[src/sv/mra_pkg.sv]
// mra_pkg: types, codes and widths shared by the rational alu modules
// no dependencies
package mra_pkg;
    localparam int unsigned QueueDepth = 2;

    localparam logic [1:0] ACT_ADD = 2'd0;
    localparam logic [1:0] ACT_SUB = 2'd1;
    localparam logic [1:0] ACT_MUL = 2'd2;
    localparam logic [1:0] ACT_DIV = 2'd3;

    localparam logic [1:0] ST_OK      = 2'd0;
    localparam logic [1:0] ST_ZERO_DEN = 2'd1;
    localparam logic [1:0] ST_DIV_ZERO = 2'd2;

    // classified transaction handed from front to back
    typedef struct packed {
        logic [1:0]  status;
        logic        neg;
        logic [31:0] nmag;
        logic [31:0] dmag;
    } t_job;

    typedef struct packed {
        logic [1:0]  status;
        logic [31:0] res_whole;
        logic [31:0] res_num;
        logic [30:0] res_den;
    } t_res;
endpackage

[src/sv/mra_queue.sv]
// mra_queue: short fifo between classifier and reduction engine
// depends on mra_pkg
module mra_queue import mra_pkg::*; #(
    parameter int unsigned Depth = QueueDepth
) (
    input  logic i_clk,
    input  logic i_rst_n,
    input  logic i_valid,
    output logic o_stall,
    input  t_job i_job,
    output logic o_valid,
    input  logic i_stall,
    output t_job o_job
);
    localparam int unsigned Aw = (Depth > 1) ? $clog2(Depth) : 1;
    t_job           r_mem [Depth];
    logic [Aw-1:0]  r_wp, r_rp;
    logic [Aw:0]    r_cnt;
    logic           w_push, w_pop;

    assign o_stall = (r_cnt == (Aw+1)'(Depth));
    assign o_valid = (r_cnt != '0);
    assign w_push  = i_valid && !o_stall;
    assign w_pop   = o_valid && !i_stall;
    assign o_job   = r_mem[r_rp];

    function automatic logic [Aw-1:0] inc(input logic [Aw-1:0] p);
        inc = (p == Aw'(Depth - 1)) ? '0 : Aw'(p + 1'b1);
    endfunction

    always_ff @(posedge i_clk) begin
        if (!i_rst_n) begin
            r_wp <= '0; r_rp <= '0; r_cnt <= '0;
        end else begin
            if (w_push) r_wp <= inc(r_wp);
            if (w_pop) r_rp <= inc(r_rp);
            r_cnt <= r_cnt + (Aw+1)'(w_push) - (Aw+1)'(w_pop);
        end
    end

    always_ff @(posedge i_clk) begin
        if (w_push) r_mem[r_wp] <= i_job;
    end
endmodule

[config.mk]
export PLATFORM = sky130hd
export DESIGN_NAME = mra_queue
export DESIGN_NICKNAME = d
export VERILOG_FILES = /design/src/sv/mra_pkg.sv /design/src/sv/mra_queue.sv
export SDC_FILE = /design/constraint.sdc
export NUM_CORES = 1
export LEC_CHECK = 0
export ABC_AREA = 1
export BUFFER_PORTS_ARGS = -buffer_cell sky130_fd_sc_hd__buf_2
export CAP_MARGIN = 5
export CORE_UTILIZATION = 49
export CTS_CLUSTER_DIAMETER = 50
export CTS_CLUSTER_SIZE = 20
export DETAILED_ROUTE_END_ITERATION = 6
export PLACE_DENSITY = 0.79
export SKIP_LAST_GASP = 1
export SLEW_MARGIN = 15
export SYNTH_ARGS = -nofsm -noshare
export SYNTH_HDL_FRONTEND = slang
export SYNTH_SLANG_ARGS = --single-unit
export TNS_END_PERCENT = 50
[constraint.sdc]
create_clock -name i_clk -period 12.8 [get_ports i_clk]
set_clock_uncertainty 0.2 [all_clocks]
set_input_delay 2.56 -clock i_clk [delete_from_list [all_inputs] [get_ports i_clk]]
set_output_delay 2.56 -clock i_clk [all_outputs]
set_load 0.01 [all_outputs]
==> results.yml <==
layout:
  drive_above_1_share: 0.580
  areaGrowthSynthToFinish_pct: 28.0
  fin_nets: 472
  stdcell_area_um2: 6650
  n_antenna_cell: 0
yosys:
  syn_inst: 246
  ys_async_sr_fraction: 0
  synth_most_common_cell: "edfxtp_1"
  synth_edf_count: 134
  yosys-top-cells-count: "edfxtp_1 (134), mux2_2 (37), mux2_4 (30)"
  ys_seq_area_frac: 0.794
  synth_compound_area_frac: 0.00193
  avgSynthCellArea_um2: 21.1
  synth_adder_area_share: 0.00482
  ys_ff_latch: 139
  synth-simple-area-share: 0.0152
  synthXorXnorAreaFrac: 0
  synth_top_area_frac: 0.775
  synth.distinct_cells: 13
  synth_area_leaders: "edfxtp_1 (77%), mux2_4 (8.7%), mux2_2 (8.0%), dfxtp_1 (1.9%), inv_1 (0.65%)"
  synth_area_um2: 5190
  synth_top_family_by_area: "multiplexers"
  yosysWarningCount: 0
  yosysTopAreaCell: "edfxtp_1"
  synth_ff_type: "edfxtp_1"
  syn-num-nets: 319
  yosys-mux-area-fraction: 0.167
clock_network:
  clkSinkCount: 139
  ctsResizeCount: 0
  cts_tree: "done"
  holdBufCountCts: 0
  cts.path.max_buffers: 2
  clkLatencyLatePin_ns: 0.51
  clk_pin_slew_ns: 0.06
  ctsRootBufferMaster: "clkbuf_8"
  cts_buffers: 17
  ctsHtreeMaxLevel: 4
  cts_setup_buffers: 0
global_routing:
  grt-ovfl-total: 0
  antenna_found_initial: 0
  grt_pass1_vias: 2681
  grt.total_usage: 0.162
  grt_max_degree: 68
  grt_pass1_wl_mm: 12.9
die:
  core_area_um2: 10300
  io_pins: 140
  start_util: 0.503
  num_rows: 37
  die_w_um: 105
  fp.dieArea_um2: 11000
  die_y_um: 105
sta:
  max_freq_mhz: 203
  maxSlewViolCount: 0
  setup_tns_ns: 0
  slew_headroom: 0.295
  finalSetupViolCount: 0
  fin_crit_sh: 0.385
  grt_setup_unrepaired: "no"
  tightest_slew_ns: 1.06
  finalCriticalPeriod_ns: 4.92
  finalHoldViolations: 0
placement:
  hpwl_mm: 5.22
  gp_congestion: 0.733
  dpl_cell_area_um2: 6030
  port_buffers: 139
route:
  wire_per_inst_um: 15.4
  drt_iter0_drc: 101
  postRouteAntennaNets: 0
  drc: 0
  routed_wl_mm: 8.44
  dr.pass1.iters: 6
  dr_total_vias: 2661
  viasPerCell: 4.86
setup_path:
  arrival_ns: 2.16
  cp-end-kind: "primary output"
  crit_required_ns: 10.04
  cp_slowest_stage_delay_ns: 1.04
  critPathMaxFanout: 67
  critPathLaunchType: "register"
  cp_slowest_cell: "dfxtp_4"
  worstPathCellList: "mux2_2 > buf_2"
  criticalPathCategory: "reg -> out"
power_and_ir_drop:
  p_leak_nw: 2.61
  powerDensity_nw_per_um2: 212
  peakVddDrop_mv: 0.158
min_path:
  hold_path_class: "reg -> reg"
job:
  drv_cap: 0
status:
  status: "finished clean"
[power breakdown]
group	internal, mW	switching [mW]
Combinational	0.146	0.131
Clock	0.332	0.173
Sequential	0.579	0.0454
Total	1.06	0.350
[worst paths after layout]
path                               start            to  slack, ns  cells after the start
worst max-delay path            register     o_job[66]       7.88                      2
worst max register to register  r_cnt[0]  r_mem[0][65]      10.73                      5
worst min-delay path                r_rp      register       0.31                      2
worst min register to register      r_rp      register       0.31                      2
[per-layer routing]
metal	GRT usage	vias up	wire length, µm
li1	-	1261	-
met1	0.184	1279	3450
met2	0.259	108	4210
met3	0.0724	13	609
met4	0.0825	0	161
met5	0	-	0
[layout by cell type (no fill, tap or decap), drive strengths merged]
cell / count
clkbuf: 17
inv: 9
ha: 2
buf: 141
clkinv: 8
edfxtp: 134
mux2: 67
clkinvlp: 2
a21oi: 2
nand2: 9
dfxtp: 5
bufinv: 5
nor2: 8
nand3: 3
[cell type report]
cell class	count	area (µm²)
clock buffers	17	414
clock inverters	15	204
well taps	136	170
repair buffers	141	711
fillers	741	3670
inverters	9	33.8
flip-flops and latches	139	4130
multi-input cells	91	988
[logic make-up after synthesis]
kind of cell,Yosys count
compound gates,2
fa+ha+maj,2
buf+inv,16
flops,139
mux,67
simple gates,20
[critical path, delay by kind of cell (launching register included)]
kind / cells / cell delay (ns)
buffers and inverters: 1 / 0.14
muxes: 1 / 0.43
DFF: 1 / 1.04
[state kept, by name, summed over array words and instances, names as in the netlist, named ones only]
name	flops
r_mem	134
r_cnt	2
r_rp	1
r_wp	1
[stage by stage]
stage / worst slack [ns] / instances / power, mW / util / hold WS (ns)
finish: 7.88 / 548 / 1.41 / 0.644 / 0.309
global route: 7.76 / 548 / 1.47 / 0.644 / 0.357
CTS: 7.82 / 548 / 1.43 / 0.644 / 0.317
detailed placement: 8.39 / 516 / 0.917 / 0.584 / 0.289
global placement: 8.40 / 516 / 0.906 / 0.584 / 0.293
floorplan: 6.68 / 246 / 0.813 / - / 0.267
Note: power is estimated with default switching activity, not from simulation.
