$ cat src/sv/mra_pkg.sv
// mra_pkg: types, codes and widths shared by the rational alu modules
// no dependencies
package mra_pkg;
    localparam int unsigned QueueDepth = 2;

    localparam logic [1:0] ACT_ADD = 2'd0;
    localparam logic [1:0] ACT_SUB = 2'd1;
    localparam logic [1:0] ACT_MUL = 2'd2;
    localparam logic [1:0] ACT_DIV = 2'd3;

    localparam logic [1:0] ST_OK      = 2'd0;
    localparam logic [1:0] ST_ZERO_DEN = 2'd1;
    localparam logic [1:0] ST_DIV_ZERO = 2'd2;

    // classified transaction handed from front to back
    typedef struct packed {
        logic [1:0]  status;
        logic        neg;
        logic [31:0] nmag;
        logic [31:0] dmag;
    } t_job;

    typedef struct packed {
        logic [1:0]  status;
        logic [31:0] res_whole;
        logic [31:0] res_num;
        logic [30:0] res_den;
    } t_res;
endpackage

$ cat src/sv/mra_back.sv
// mra_back: euclidean gcd, reduction and mixed-number split, one bit per cycle divider
// depends on mra_pkg
module mra_back import mra_pkg::*; (
    input  logic        i_clk,
    input  logic        i_rst_n,
    input  logic        i_valid,
    output logic        o_stall,
    input  t_job        i_job,
    output logic        o_valid,
    input  logic        i_stall,
    output logic [1:0]  o_status,
    output logic [31:0] o_res_whole,
    output logic [31:0] o_res_num,
    output logic [30:0] o_res_den
);
    localparam logic [2:0] S_IDLE = 3'd0;
    localparam logic [2:0] S_GCD  = 3'd1;
    localparam logic [2:0] S_DQ   = 3'd2;
    localparam logic [2:0] S_DD   = 3'd3;
    localparam logic [2:0] S_DW   = 3'd4;
    localparam logic [2:0] S_DIV  = 3'd5;
    localparam logic [2:0] S_DONE = 3'd6;

    logic [2:0]  r_state, n_state, r_ret;
    logic        r_neg, r_ovalid;
    logic [31:0] r_n, r_d, r_a, r_b, r_g, r_q, r_dd;
    // shared restoring divider
    logic [31:0] r_dvd, r_dvs, r_quo;
    logic [32:0] r_rem;
    logic [4:0]  r_bit;
    t_res        r_res;
    logic [32:0] w_trial;
    logic        w_short;

    assign w_trial = {r_rem[31:0], r_dvd[r_bit]} - {1'b0, r_dvs};
    // errors, zero fractions and zero denominators skip the engine
    assign w_short = (i_job.status != ST_OK) || (i_job.nmag == '0) || (i_job.dmag == '0);

    always_comb begin
        n_state = r_state;
        case (r_state)
            S_IDLE:  if (i_valid && !r_ovalid && !w_short) n_state = S_GCD;
            S_GCD:   if (r_b == '0) n_state = S_DQ; else n_state = S_DIV;
            S_DQ:    n_state = S_DIV;
            S_DD:    n_state = S_DIV;
            S_DW:    n_state = S_DIV;
            S_DIV:   if (r_bit == '0) n_state = r_ret;
            S_DONE:  n_state = S_IDLE;
            default: n_state = S_IDLE;
        endcase
    end

    always_ff @(posedge i_clk) begin
        if (!i_rst_n) begin
            r_state  <= S_IDLE;
            r_ovalid <= 1'b0;
        end else begin
            r_state <= n_state;
            if (r_ovalid && !i_stall) r_ovalid <= 1'b0;
            if (r_state == S_DONE) r_ovalid <= 1'b1;
            if (r_state == S_IDLE && i_valid && !r_ovalid && w_short)
                r_ovalid <= 1'b1;
        end
    end

    always_ff @(posedge i_clk) begin
        case (r_state)
            S_IDLE: begin
                // keep the waiting result intact
                if (!r_ovalid) begin
                    r_neg <= i_job.neg;
                    r_n <= i_job.nmag; r_d <= i_job.dmag;
                    r_a <= i_job.nmag; r_b <= i_job.dmag;
                    r_res.status <= i_job.status;
                    r_res.res_whole <= '0; r_res.res_num <= '0; r_res.res_den <= 31'd1;
                end
            end
            S_GCD: begin
                if (r_b == '0) begin
                    r_g <= r_a;
                end else begin
                    r_dvd <= r_a; r_dvs <= r_b; r_rem <= '0; r_quo <= '0;
                    r_bit <= 5'd31; r_ret <= S_GCD;
                end
            end
            S_DQ: begin
                r_dvd <= r_n; r_dvs <= r_g; r_rem <= '0; r_quo <= '0;
                r_bit <= 5'd31; r_ret <= S_DD;
            end
            S_DD: begin
                r_q <= r_quo;
                r_dvd <= r_d; r_dvs <= r_g; r_rem <= '0; r_quo <= '0;
                r_bit <= 5'd31; r_ret <= S_DW;
            end
            S_DW: begin
                r_dd <= r_quo;
                r_dvd <= r_q; r_dvs <= r_quo; r_rem <= '0; r_quo <= '0;
                r_bit <= 5'd31; r_ret <= S_DONE;
            end
            S_DIV: begin
                if (!w_trial[32]) begin
                    r_rem <= w_trial;
                    r_quo[r_bit] <= 1'b1;
                end else begin
                    r_rem <= {r_rem[31:0], r_dvd[r_bit]};
                end
                r_bit <= r_bit - 5'd1;
                // gcd step: a <= b, b <= a mod b once the division ends
                if (r_bit == '0 && r_ret == S_GCD) begin
                    r_a <= r_b;
                    r_b <= !w_trial[32] ? w_trial[31:0] : {r_rem[30:0], r_dvd[0]};
                end
            end
            S_DONE: begin
                if (!r_neg) begin
                    r_res.res_whole <= r_quo;
                    r_res.res_num   <= r_rem[31:0];
                end else if (r_quo == '0) begin
                    r_res.res_whole <= '0;
                    r_res.res_num   <= 32'(-r_rem[31:0]);
                end else begin
                    r_res.res_whole <= 32'(-r_quo);
                    r_res.res_num   <= r_rem[31:0];
                end
                r_res.res_den <= (r_rem == '0) ? 31'd1 : r_dd[30:0];
            end
            default: ;
        endcase
    end

    assign o_stall     = (r_state != S_IDLE) || r_ovalid;
    assign o_valid     = r_ovalid;
    assign o_status    = r_res.status;
    assign o_res_whole = r_res.res_whole;
    assign o_res_num   = r_res.res_num;
    assign o_res_den   = r_res.res_den;
endmodule

$ cat config.mk
export PLATFORM = sky130hd
export DESIGN_NAME = mra_back
export DESIGN_NICKNAME = d
export VERILOG_FILES = /design/src/sv/mra_pkg.sv /design/src/sv/mra_back.sv
export SDC_FILE = /design/constraint.sdc
export NUM_CORES = 1
export LEC_CHECK = 0
export BUFFER_PORTS_ARGS = -buffer_cell sky130_fd_sc_hd__buf_2
export CAP_MARGIN = 5
export CORE_MARGIN = 1.5
export CORE_UTILIZATION = 55
export DETAILED_ROUTE_END_ITERATION = 8
export MAX_ROUTING_LAYER = met4
export PLACE_DENSITY = 0.85
export SLEW_MARGIN = 25
export SYNTH_ARGS = -nofsm -noshare
export SYNTH_HDL_FRONTEND = slang
export SYNTH_SLANG_ARGS = --single-unit
$ cat constraint.sdc
create_clock -name i_clk -period 17.4 [get_ports i_clk]
set_clock_uncertainty 0.1 [all_clocks]
set_input_delay 2.61 -clock i_clk [delete_from_list [all_inputs] [get_ports i_clk]]
set_output_delay 2.61 -clock i_clk [all_outputs]
set_load 0.02 [all_outputs]
==> results of run 1 <==
[final cells by class]
type                       instances  area [um2]  area share [%]
sequential                       462       13800            56.7
multi-input combinational       1175        7120            29.2
clock buffer                      51        1170            4.80
timing repair buffer             189         996            4.09
tap                              518         648            2.66
clock inverter                    33         430            1.77
inverter                          49         184           0.754
[cells in the mapped netlist, drive strengths merged (4+ instances only)]
cell type / n / area share (%)
edfxtp: 458 / 64
ha: 38 / 2.2
or2: 7 / 0.20
a211oi: 5 / 0.26
nor3: 26 / 0.63
nand3: 19 / 0.44
a21boi: 4 / 0.14
xnor2: 26 / 1.1
buf: 23 / 0.61
o41ai: 6 / 0.33
a21oi: 124 / 2.9
nand2b: 8 / 0.23
clkbuf: 72 / 1.3
o22a: 30 / 1.2
nand2: 270 / 4.7
o21a: 6 / 0.21
o21ai: 75 / 1.8
nor2: 157 / 2.7
mux4: 8 / 0.84
a21o: 6 / 0.21
dfxtp: 4 / 0.37
inv: 48 / 0.84
and2: 39 / 1.1
nor3b: 5 / 0.17
nand4: 13 / 0.38
o31ai: 18 / 0.63
nor4: 29 / 0.90
a31oi: 4 / 0.12
a22oi: 38 / 1.3
and3: 8 / 0.23
o22ai: 64 / 1.9
or3: 21 / 0.61
nor2b: 5 / 0.15
mux2i: 25 / 1.2
xor2: 54 / 2.2
[through the flow]
stage	power, mW	cells	hold slack [ns]	setup WS [ns]
floorplan	1.56	1781	0.339	8.64
global placement	1.65	2393	0.360	11.98
detailed placement	1.66	2393	0.365	11.86
CTS	2.71	2477	0.358	11.86
global route	2.78	2477	0.390	11.55
finish	2.71	2477	0.366	11.83
[layout by cell type, fill, tap and decap left out, types with 46 or more instances in the layout]
cell type	n
a21oi_1	120
nor2_1	154
nand2_1	265
edfxtp_1	458
xor2_1	53
o22ai_1	64
o21ai_0	49
inv_1	47
buf_2	169
clkbuf_16	46
[registers in the layout, indices dropped and copies added (netlist names), 5 cells and up]
name,count
r_b,32
r_n,32
r_dvs,32
r_bit,5
r_dvd,32
o_res_num,32
r_dd,31
r_quo,32
r_a,32
o_res_den,31
r_g,32
r_rem,33
o_res_whole,32
r_q,32
r_d,32
[report_power, final]
part / total [mW] / switching [mW] / internal, mW / leakage (nW)
registers: 1.38 / 0.0570 / 1.32 / 4.53
logic: 0.272 / 0.185 / 0.0863 / 3.96
clock network: 1.06 / 0.426 / 0.634 / 0.779
[critical path, delay by kind of cell (launching register included)]
kind            cells  cell delay, ns
fa+ha+maj           2            0.63
simple gates        2            0.32
flops               1            0.76
buf+inv             1            0.06
xor+xnor            1            0.73
compound gates      8            2.17
mux                 1            0.57
[path summary, 6_finish.rpt]
check / start / endpoint / slack, ns / cells after the start
setup / recovery: r_bit[0] / r_b[25] / 11.83 / 15
hold / removal: r_a[25] / r_g[25] / 0.37 / 0
setup reg to reg: r_bit[0] / r_b[25] / 11.83 / 15
hold reg to reg: r_a[25] / r_g[25] / 0.37 / 0
[cell families after synthesis]
group                      Yosys count  synth area share (%)
and+or+nand+nor                    621                  13.1
xor gates and xnor gates            80                  3.34
AOI/OAI and AO/OA                  402                  12.0
muxes                               33                  2.01
DFF                                462                  64.5
buffers and inverters              144                  2.72
adders and majority gates           39                  2.31
[routing by layer]
| layer | up-vias | GRT usage [%] |
|---|---|---|
| met5 | - | - |
| met4 | 0 | 15.3 |
| met3 | 204 | 5.76 |
| met2 | 1049 | 50.8 |
| met1 | 7577 | 37.8 |
| li1 | 6910 | - |
==> flow_summary.yaml, run 1 <==
status:
  outcome: "complete, no violations"
cells_and_area:
  area_growth_pct: 13.6
  final_cell_area_um2: 24400
  post-route-util_pct: 63.2
  fillers: 2927
  nets: 2033
  insertedDiodeCount: 0
  drive_gt1_share_pct: 15.7
clock_network:
  cts_sinks: 462
  path_clk_slew_ns: 0.07
  clk_latency_ns: 0.58
  clockBufferDepth: 3
  cts_tree: "done"
  postCtsSetupBuffers: 0
  cts_resized: 0
  clockRootBuffer: "clkbuf_16"
  h-tree-depth: 2
  cts_made_buffers: 46
  cts_hold_buf: 0
synth:
  synthArstFlopShare_pct: 0
  syn_avg_cell_area_um2: 12.0
  synth_top_flop_cell: "edfxtp_1"
  ys_warn_count: 0
  synth-seq-area-share_pct: 64.5
  synth_seq_cells: 462
  syn-cell-area_um2: 21500
  synth_nets: 1891
  synthCells: 1781
  synth_edf_count: 458
  ys_types: 73
sta:
  setup_violations: 0
  fin_setup_tns_ns: 0
  hold_violations: 0
  drv_slew: 0
  rsz0062_at_grt: "false"
  clock.fmax_ghz: 0.180
  fin_crit_ns: 5.57
  worstMarginPinSlew_ns: 0.980
  maxSlewHeadroom_pct: 34.7
  post-route-period-util_pct: 32.0
place:
  placed_area_um2: 22800
  gp_congestion: 0.980
  portBuffers: 169
  dpl.hpwl_um: 42700
floorplan:
  die_h_um: 201
  io_pins: 170
  rows: 72
  start_util_pct: 55.6
  die-width_um: 201
  core-area_um2: 38600
  die_area_um2: 40200
pwr:
  p_per_area_nw_per_um2: 111
  p_leak_nw: 9.26
  ir_drop_mv: 0.0679
drt:
  met3_length_um: 6510
  vias: 15700
  drc: 0
  wl_met1_um: 21800
  dr_wl_met2_um: 29700
  drtPass1Iterations: 6
  highest_layer: "met4"
  wl_per_cell_um: 24.8
  antenna_left: 0
  routed_wl_um: 61400
  drt_iter0_markers: 2145
  viasPerCell: 6.35
setup_path:
  crit_type: "reg -> reg"
  required_ns: 17.64
  end_kind: "flip-flop"
  path_max_fanout: 13
  critPathLaunchType: "flip-flop"
  critPathArrivalTime_ns: 5.80
  crit_chain: "mux4_2, nor3b_1, a31oi_1, o2111a_1, ha_1, inv_1, fa_1, a21oi_2, o21ai_2, a211oi_2, o41ai_4, a211oi_4, xor2_2, nor3_1, a211o_1"
  slowest_delay_ns: 0.76
  crit_slowest_cell: "edfxtp_1"
global_route:
  grt_pass1_wl_um: 91300
  grt_overflow: 0
  grt_max_degree: 96
  grt_use_total_pct: 31.3
  grt_pass1_vias: 15100
  antenna_found_initial: 2
min_path:
  hold_class: "reg -> reg"
job:
  maxCapViolations: 0
Power figures use the tool's default switching activity.
==> run 2: changes to the inputs <==
Clock period 17.4 ns to 5.4 ns, I/O delays scaled along.
==> run 2 against run 1 <==
Clock-buffer cell count is 8 higher. Setup slack worse by 12 ns. Power grew to 3.1 times the previous value. Wire length is 0.50% higher. Global-route usage is 0.31 points higher. Sequential power grew to 3.2 times the previous value. Fmax is 9.8% higher.
==> flow_summary.yaml, run 2 (synthesis results as in run 1) <==
status:
  outcome: "complete, no violations"
clock_network:
  cts_tree: "done"
  postCtsSetupBuffers: 0
  cts_hold_buf: 0
  clockRootBuffer: "clkbuf_16"
  h-tree-depth: 2
  cts_made_buffers: 47
  cts_sinks: 462
  clk_latency_ns: 0.59
  path_clk_slew_ns: 0.06
  clockBufferDepth: 3
  cts_resized: 0
floorplan:
  die_h_um: 201
  core-area_um2: 38600
  rows: 72
  die_area_um2: 40200
  die-width_um: 201
  start_util_pct: 55.6
  io_pins: 170
drt:
  vias: 15900
  drc: 0
  viasPerCell: 6.39
  drt_iter0_markers: 2043
  drtPass1Iterations: 7
  antenna_left: 0
  wl_per_cell_um: 24.8
  routed_wl_um: 61700
cells_and_area:
  layout_commonest_cell: "edfxtp_1"
  largest_register: "r_rem"
  stdcell_count: 2486
  layout_common_cells: "edfxtp_1, nand2_1, buf_2"
  drive_gt1_share_pct: 15.7
  nets: 2041
  area_growth_pct: 13.6
  post-route-util_pct: 63.2
  largest_reg_flops: 33
  fillers: 2862
setup_path:
  cp_top_family: "compound AO/OA/AOI/OAI gates"
  critPathLaunchType: "flip-flop"
  required_ns: 5.63
  crit_type: "reg -> reg"
  setup.worst_path.start: "r_bit[0]"
  critPathArrivalTime_ns: 5.30
  rr_endpoint: "r_b[16]"
  r2r-start: "r_bit[0]"
  crit_slowest_cell: "edfxtp_1"
  slowest_delay_ns: 0.75
  r2r_slack_ns: 0.33
  path_max_fanout: 33
  end_kind: "flip-flop"
  worst-path-buf-inv: 3
  reg2reg_depth: 17
  crit_chain: "mux4_2, nor3b_1, a31oi_1, o2111a_1, ha_1, inv_1, fa_1, a21oi_2, o21ai_2, a211oi_2, buf_4, o41ai_4, a211oi_4, xnor2_4, buf_12, mux2i_1, o21ai_1"
pwr:
  switching_share_pct: 25.2
  p_comb_share_pct: 10.4
  seq_power_share_pct: 52.0
  p_clk_share_pct: 37.6
  p_per_area_nw_per_um2: 350
  power.internal_mw: 6.37
  p_switching_mw: 2.15
  ir_drop_mv: 0.252
  p_leak_nw: 9.28
sta:
  post-route-period-util_pct: 93.9
  rsz0062_at_grt: "false"
  clock.fmax_ghz: 0.197
  holdWs_ns: 0.309
  setup_violations: 0
  drv_slew: 0
  timing.final.ws_setup_ns: 0.329
  worstMarginPinSlew_ns: 1.24
  hold_violations: 0
  fin_setup_tns_ns: 0
  maxSlewHeadroom_pct: 16.6
  fin_crit_ns: 5.07
min_path:
  hold_class: "in -> reg"
  hp-start: "i_job[65]"
  hold_end: "o_status[0]"
  whs_path_depth: 1
place:
  gp_congestion: 0.986
  portBuffers: 169
  dpl.hpwl_um: 43200
  pre_cts_ws_ns: 0.388
  dp_cells: 2400
global_route:
  grt_use_total_pct: 31.6
  grt_pass1_wl_um: 91500
  grt_overflow: 0
  antenna_found_initial: 0
  grt_pass1_vias: 15000
  grt_max_degree: 96
job:
  maxCapViolations: 0
==> run 2: cell count changes in the layout (fill, tap and decap cells not counted), sizes merged <==
cell    before  now
clkbuf      51   59
bufinv      10    4
buf        189  196
clkinv      21   20
diode        0    1
==> run 2: worst reg2reg max path, delay by kind of cell (launching register included) <==
family / cells / cell delay [ns]
compound gates: 8 / 1.58
mux: 2 / 0.93
flops: 1 / 0.75
fa+ha+maj: 2 / 0.63
buf+inv: 3 / 0.50
xor+xnor: 1 / 0.17
simple gates: 1 / 0.14
==> run 2: power groups by stage <==
stage	clock network (mW)	logic (mW)	registers, mW
CTS	3.22	0.874	4.43
detailed placement	0	0.868	4.50
finish	3.21	0.882	4.43
global route	3.35	0.948	4.45
global placement	0	0.848	4.49
floorplan	0	0.479	4.53
==> run 2: final cells by class <==
class	count	area, um2	share of cell area [%]
inverters	49	184	0.755
well taps	518	648	2.66
flip-flops and latches	462	13800	56.8
diodes	1	2.50	0.0103
clock buffers	59	1250	5.14
clock inverters	26	241	0.991
repair buffers	196	1070	4.41
multi-input cells	1175	7130	29.3
==> run 2: per-layer routing <==
metal,routed length (um),vias up,global-route usage (%)
met4,3810,0,16.8
met5,0,-,-
li1,-,6935,-
met2,28900,1115,49.5
met1,22100,7598,39.0
met3,6880,231,6.28
==> run 2: worst max path at each step <==
stage | slack (ns) | to | cells past startpoint
after global routing | 0.08 | r_b[16] | 17
after CTS | 0.34 | r_b[16] | 17
after global placement | 0.55 | r_quo[16] | 17
after floorplan | 0.15 | r_quo[0] | 15
after detailed placement | 0.39 | r_b[1] | 17
final | 0.33 | r_b[16] | 17
==> run 2: through the flow <==
| step | power (mW) | area, um2 |
|---|---|---|
| 6_report | 8.52 | 24400 |
| 5_1_grt | 8.75 | 24400 |
| 4_1_cts | 8.52 | 24400 |
| 3_5_place_dp | 5.37 | 22900 |
| 3_3_place_gp | 5.34 | 22900 |
| 2_1_floorplan | 5.00 | 21500 |
